[src/design/slsd_pkg.sv]
// ----------------------------------------------------------------------------
// slsd_pkg
// Shared types and constants of the static list symmetric difference block.
// ----------------------------------------------------------------------------
package slsd_pkg;

  localparam int CMD_W    = 2;
  localparam int VALUE_W  = 32;
  localparam int STATUS_W = 2;
  localparam int NODE_W   = 10;

  // Request command codes
  typedef enum logic [CMD_W-1:0] {
    CMD_INIT   = 2'd0,
    CMD_APPEND = 2'd1,
    CMD_TOGGLE = 2'd2,
    CMD_LOCATE = 2'd3
  } cmd_e;

  // Result status codes
  localparam logic [STATUS_W-1:0] ST_OK        = 2'd0;
  localparam logic [STATUS_W-1:0] ST_NO_FREE   = 2'd1;
  localparam logic [STATUS_W-1:0] ST_NOT_FOUND = 2'd2;

  // Datapath operations, one per cycle
  typedef enum logic [3:0] {
    OP_NONE,       // hold
    OP_START,      // latch request, read tail link (head link for locate)
    OP_SWEEP,      // write one free chain link
    OP_INIT_DONE,  // last free chain link, set head/tail/free, result
    OP_A_END,      // take tail link as end, read free node link
    OP_END_LD,     // take tail link as end, read head link
    OP_FREE_RD,    // read free node link
    OP_FIRST,      // first node of walk, read its link and value
    OP_ADV,        // step walk to next node
    OP_UNLINK,     // bypass found node
    OP_INS_A,      // pop free node, write its value and link
    OP_INS_B,      // hook free node after tail, result
    OP_REM,        // return found node to free chain, result
    OP_LOC_HIT,    // locate found, result
    OP_FAIL_FREE,  // no list or no free node, result
    OP_FAIL_LOC    // locate miss, result
  } dp_op_e;

  // Datapath flags seen by the controller
  typedef struct packed {
    logic head_zero;   // no list set up
    logic free_zero;   // free chain empty
    logic link_stop;   // fetched link ends the walk
    logic steps_last;  // walk bound reached
    logic val_match;   // fetched value equals request value
    logic sweep_last;  // sweep at last node
  } dp_status_t;

endpackage

[src/design/slsd_ctrl.sv]
// ----------------------------------------------------------------------------
// slsd_ctrl
// Request sequencer: steps the datapath through each command and owns the
// result valid flag.
// ----------------------------------------------------------------------------
module slsd_ctrl (
  input  logic                       clk_i,
  input  logic                       rst_ni,
  input  logic                       s_valid_i,
  input  logic [slsd_pkg::CMD_W-1:0] cmd_i,
  output logic                       s_ready_o,
  output logic                       m_valid_o,
  input  logic                       m_ready_i,
  input  slsd_pkg::dp_status_t       status_i,
  output slsd_pkg::dp_op_e           op_o
);

  typedef enum logic [3:0] {
    S_IDLE,
    S_SWEEP,
    S_A_END,
    S_T_END,
    S_FIRST,
    S_CHK,
    S_INS_A,
    S_INS_B,
    S_REM,
    S_LOC_HIT,
    S_FAIL_FREE,
    S_FAIL_LOC
  } state_e;

  state_e         state_q, state_d;
  slsd_pkg::cmd_e cmd_q, cmd_d;
  logic           m_valid_q, m_valid_d;
  logic           slot_free;
  logic           res_issue;
  logic           accept;

  assign s_ready_o = (state_q == S_IDLE);
  assign accept    = s_valid_i && s_ready_o;
  assign slot_free = !m_valid_q || m_ready_i;

  // Next state and datapath operation
  always_comb begin
    state_d   = state_q;
    cmd_d     = cmd_q;
    op_o      = slsd_pkg::OP_NONE;
    res_issue = 1'b0;
    case (state_q)
      S_IDLE: begin
        if (accept) begin
          op_o  = slsd_pkg::OP_START;
          cmd_d = slsd_pkg::cmd_e'(cmd_i);
          case (slsd_pkg::cmd_e'(cmd_i))
            slsd_pkg::CMD_INIT:   state_d = S_SWEEP;
            slsd_pkg::CMD_APPEND: state_d = status_i.head_zero ? S_FAIL_FREE : S_A_END;
            slsd_pkg::CMD_TOGGLE: state_d = status_i.head_zero ? S_FAIL_FREE : S_T_END;
            slsd_pkg::CMD_LOCATE: state_d = status_i.head_zero ? S_FAIL_LOC : S_FIRST;
            default:              state_d = S_IDLE;
          endcase
        end
      end
      S_SWEEP: begin
        if (!status_i.sweep_last) begin
          op_o = slsd_pkg::OP_SWEEP;
        end else if (slot_free) begin
          op_o      = slsd_pkg::OP_INIT_DONE;
          res_issue = 1'b1;
          state_d   = S_IDLE;
        end
      end
      S_A_END: begin
        if (status_i.free_zero) begin
          state_d = S_FAIL_FREE;
        end else begin
          op_o    = slsd_pkg::OP_A_END;
          state_d = S_INS_A;
        end
      end
      S_T_END: begin
        op_o    = slsd_pkg::OP_END_LD;
        state_d = S_FIRST;
      end
      S_FIRST: begin
        if (!status_i.link_stop) begin
          op_o    = slsd_pkg::OP_FIRST;
          state_d = S_CHK;
        end else if (cmd_q == slsd_pkg::CMD_LOCATE) begin
          state_d = S_FAIL_LOC;
        end else if (status_i.free_zero) begin
          state_d = S_FAIL_FREE;
        end else begin
          op_o    = slsd_pkg::OP_FREE_RD;
          state_d = S_INS_A;
        end
      end
      S_CHK: begin
        if (status_i.val_match) begin
          if (cmd_q == slsd_pkg::CMD_LOCATE) begin
            state_d = S_LOC_HIT;
          end else begin
            op_o    = slsd_pkg::OP_UNLINK;
            state_d = S_REM;
          end
        end else if (!status_i.link_stop && !status_i.steps_last) begin
          op_o = slsd_pkg::OP_ADV;
        end else if (cmd_q == slsd_pkg::CMD_LOCATE) begin
          state_d = S_FAIL_LOC;
        end else if (status_i.free_zero) begin
          state_d = S_FAIL_FREE;
        end else begin
          op_o    = slsd_pkg::OP_FREE_RD;
          state_d = S_INS_A;
        end
      end
      S_INS_A: begin
        op_o    = slsd_pkg::OP_INS_A;
        state_d = S_INS_B;
      end
      S_INS_B: begin
        if (slot_free) begin
          op_o      = slsd_pkg::OP_INS_B;
          res_issue = 1'b1;
          state_d   = S_IDLE;
        end
      end
      S_REM: begin
        if (slot_free) begin
          op_o      = slsd_pkg::OP_REM;
          res_issue = 1'b1;
          state_d   = S_IDLE;
        end
      end
      S_LOC_HIT: begin
        if (slot_free) begin
          op_o      = slsd_pkg::OP_LOC_HIT;
          res_issue = 1'b1;
          state_d   = S_IDLE;
        end
      end
      S_FAIL_FREE: begin
        if (slot_free) begin
          op_o      = slsd_pkg::OP_FAIL_FREE;
          res_issue = 1'b1;
          state_d   = S_IDLE;
        end
      end
      S_FAIL_LOC: begin
        if (slot_free) begin
          op_o      = slsd_pkg::OP_FAIL_LOC;
          res_issue = 1'b1;
          state_d   = S_IDLE;
        end
      end
      default: begin
        state_d = S_IDLE;
      end
    endcase
  end

  // Result valid: set on a new result, cleared once taken
  always_comb begin
    if (res_issue) begin
      m_valid_d = 1'b1;
    end else if (m_ready_i) begin
      m_valid_d = 1'b0;
    end else begin
      m_valid_d = m_valid_q;
    end
  end

  // State and registered outputs
  always_ff @(posedge clk_i or negedge rst_ni) begin
    if (!rst_ni) begin
      state_q   <= S_IDLE;
      cmd_q     <= slsd_pkg::CMD_INIT;
      m_valid_q <= 1'b0;
    end else begin
      state_q   <= state_d;
      cmd_q     <= cmd_d;
      m_valid_q <= m_valid_d;
    end
  end

  assign m_valid_o = m_valid_q;

endmodule
[config.mk]
export PLATFORM = sky130hd
export DESIGN_NAME = slsd_ctrl
export DESIGN_NICKNAME = d
export VERILOG_FILES = /design/src/design/slsd_pkg.sv /design/src/design/slsd_ctrl.sv
export SDC_FILE = /design/constraint.sdc
export NUM_CORES = 1
export LEC_CHECK = 0
export BUFFER_PORTS_ARGS = -buffer_cell sky130_fd_sc_hd__buf_2
export CAP_MARGIN = 20
export CORE_ASPECT_RATIO = 1.4
export CORE_MARGIN = 2
export CORE_UTILIZATION = 30
export CTS_CLUSTER_DIAMETER = 80
export CTS_CLUSTER_SIZE = 30
export DETAILED_ROUTE_END_ITERATION = 16
export PLACE_DENSITY_LB_ADDON = 0.2
export SKIP_CTS_REPAIR_TIMING = 1
export SLEW_MARGIN = 30
export SYNTH_ARGS = -nofsm -noshare
export SYNTH_HDL_FRONTEND = slang
export SYNTH_SLANG_ARGS = --single-unit
[constraint.sdc]
create_clock -name clk_i -period 1.7 [get_ports clk_i]
set_clock_uncertainty 0.05 [all_clocks]
set_input_delay 0.085 -clock clk_i [delete_from_list [all_inputs] [get_ports clk_i]]
set_output_delay 0.085 -clock clk_i [all_outputs]
set_load 0.1 [all_outputs]
==> results.toml <==
[run_status]
status = "finished, violations left"
violations = "negative setup slack"

[setup_path]
critPathLaunchType = "register"
reg2reg_from = "state_q[0]$_DFFE_PN0P_"
cp.depth = 5
required_ps = 1560
r2r_slack_ps = -30
worstPathCellList = "or4b_4 > o31ai_2 > o21ai_2 > o211ai_1 > clkbuf_16"
critical_path_buf_inv_count = 1
rr_worst_depth = 5
crit_path_end_kind = "primary output"
worstSetupStartpoint = "state_q[1]$_DFFE_PN0P_"
crit_slowest_cell = "or4b_4"
cp_slowest_stage_delay_ps = 580
cp_top_family = "simple AND/OR/NAND/NOR gates"
crit_type = "reg2out"
crit_end = "op_o[1]"
critPathMaxFanout = 4
reg2reg_to = "state_q[0]$_DFFE_PN0P_"
cp.arrival_ps = 1810

[final_layout]
fillers = 282
area_growth_pct = 50.69
final_util_pct = 46.94
antennaDiodeCount = 0
layout.cells.non_filler = 172
post-route-cell-area_um2 = 1227
nNetsFinal = 149
drive_gt1_share_pct = 44.12

[sta]
fmax_ghz = 0.5143
fin_crit_ps = 1944
timing.final.crit_share_pct = 114.4
postLayoutSetupSlackWorst_ps = -244.4
finalHoldViolCount = 0
slew_viol_final = 0
finalSetupViolations = 7
relSlewSlack_pct = 68.01
tightest_slew_ps = 483.1
rsz0062_at_grt = "yes"

[cts]
clkTransAtPathRegs_ps = 50
cts_buffer_depth = 2
cts_made_buffers = 3
cts-htree-levels = 1
ctsRootBufferMaster = "clkbuf_4"
clock-sinks = 7
insertion_delay_ps = 240
cts_tree = "done"

[grt]
grt_pass1_vias = 889
track_usage_pct = 17.38
antenna_found_initial = 0
gr-total-overflow = 0
grt_max_degree = 12
grt_pass1_wl_um = 4029

[synthesis]
synthCells = 101
synthFlopType = "dfrtp_1"
synth-seq-area-share_pct = 21.51
synth_top_area_cell = "dfrtp_1"
synth_most_common_cell = "nor2_1"
ys_top_cells_by_area = "dfrtp_1 (22%), o21ai_0 (4.3%), buf_6 (4.1%), a21oi_1 (3.7%), mux2i_1 (3.7%)"
synth-edff-count = 0
syn_area_per_cell_um2 = 8.065
async_flop_share_pct = 100.0
yosys-top-cells-count = "nor2_1 (8), dfrtp_1 (7), nand2_1 (7), o21ai_0 (7), a21oi_1 (6)"
synth.top_cell.area_share_pct = 21.51
ys_seq_elements = 7
synth_fp_nets = 113
yosysWarnings = 0
ys_types = 42
synth_area_um2 = 814.5

[routing]
viasPerCell = 5.256
ant_nets = 0
wirelength_um = 2386
routedWlPerCell_um = 13.87
via_count = 904
first_pass_iters = 4
drt_first_iter_violations = 21
drc = 0

[min_path]
hp-class = "in2reg"
hold_path_startpoint = "cmd_i[1]"

[power_and_ir_drop]
p_leak_nw = 0.5549
p_clk_share_pct = 5.2
swShare_pct = 52.71
irDropWorstVdd_uv = 1025
combPwrFrac_pct = 83.6
p_seq_share_pct = 11.1
total_power_mw = 2.807
switchingPower_mw = 1.479
p_int_mw = 1.327
power.density_nw_per_um2 = 2287

[floorplan]
core_um2 = 2615
ios = 18
rows = 22
die_area_um2 = 3154
fp.dieW_um = 48.04
die_h_um = 65.66
start_util_pct = 31.15

[run]
cap_violations = 0

[placed_design]
place_area_um2 = 1116
placement.setup.worst_slack_ps = -18.87
dp.cells = 163
gp_congestion = 0.8590
portBuffers = 17
hpwl_um = 1967
[worst min path at each step]
| stage | to | cells after the start |
|---|---|---|
| after floorplan | cmd_q[0]$_DFFE_PN0P_ | 0 |
| after global placement | state_q[2]$_DFFE_PN0P_ | 1 |
| after detailed placement | m_valid_o$_DFFE_PN0P_ | 1 |
| after CTS | state_q[0]$_DFFE_PN0P_ | 1 |
| after global routing | cmd_q[1]$_DFFE_PN0P_ | 2 |
| final | cmd_q[1]$_DFFE_PN0P_ | 2 |
[power groups by stage]
stage | clock network, mW | logic (mW) | registers [mW]
floorplan | 0 | 1.46 | 0.383
global placement | 0 | 2.22 | 0.310
detailed placement | 0 | 2.23 | 0.311
CTS | 0.151 | 2.24 | 0.310
global route | 0.167 | 2.48 | 0.330
finish | 0.147 | 2.35 | 0.313
[sequential cells by signal (all words and copies together) (netlist names)]
register,cells
cmd_q,2
m_valid_o,1
state_q,4
[layout by cell type, fill, tap and decap left out, types with 2 or more instances in the layout]
master,netlist,routed
inv_1,3,3
o22ai_1,2,2
buf_2,4,12
a2bb2oi_1,2,2
o211a_1,2,2
clkbuf_4,0,3
nor3_1,5,5
a21o_1,2,2
o31ai_1,4,2
nor2b_1,3,2
a21oi_1,6,6
mux2_2,2,2
nand2_1,7,6
a31oi_1,2,2
nor4_1,2,2
buf_4,1,19
o31ai_2,0,2
nor2_1,8,7
o21ai_1,0,2
buf_6,3,3
dfrtp_1,7,6
buf_12,0,4
mux2i_1,3,3
nand2b_1,3,2
o21ai_0,7,3
o21ai_2,0,2
[kinds of logic (layout without fill, tap and decap cells)]
family / after synthesis / after routing / synth area share (%)
compound gates: 36 / 36 / 30.57
flops: 7 / 7 / 21.51
simple gates: 38 / 38 / 28.11
mux: 6 / 6 / 8.294
buf+inv: 12 / 47 / 9.370
xor+xnor: 2 / 2 / 2.151
[stage by stage]
step           setup TNS (ps)  hold slack, ps
3_5_place_dp           -20.92          -118.8
6_report               -692.8           85.86
4_1_cts                -931.5          -381.1
5_1_grt                 -1346           83.62
2_1_floorplan           -5190          -260.6
3_3_place_gp                0          -119.5
[layout make-up]
cell class	count	area (um2)	area share, %
Timing Repair Buffer	40	351.6	28.64
Tap cell	36	45.04	3.670
Inverter	3	11.26	0.9174
Multi-Input combinational cell	82	614.3	50.05
Sequential cell	7	178.9	14.58
Clock buffer	4	26.28	2.141
[worst reg2reg max path, delay by kind of cell (launching register included)]
family                 cells  cell delay (ps)
muxes                      1              290
AOI/OAI and AO/OA          2              550
DFF                        1              400
buffers and inverters      1              160
and+or+nand+nor            1              170
[per-layer routing]
metal | track usage (%) | routed length [um]
met5 | 0 | 0
met4 | 4.392 | 43
met3 | 2.198 | 45
met2 | 30.00 | 1289
met1 | 21.72 | 1007
Note: power is estimated with default switching activity, not from simulation.
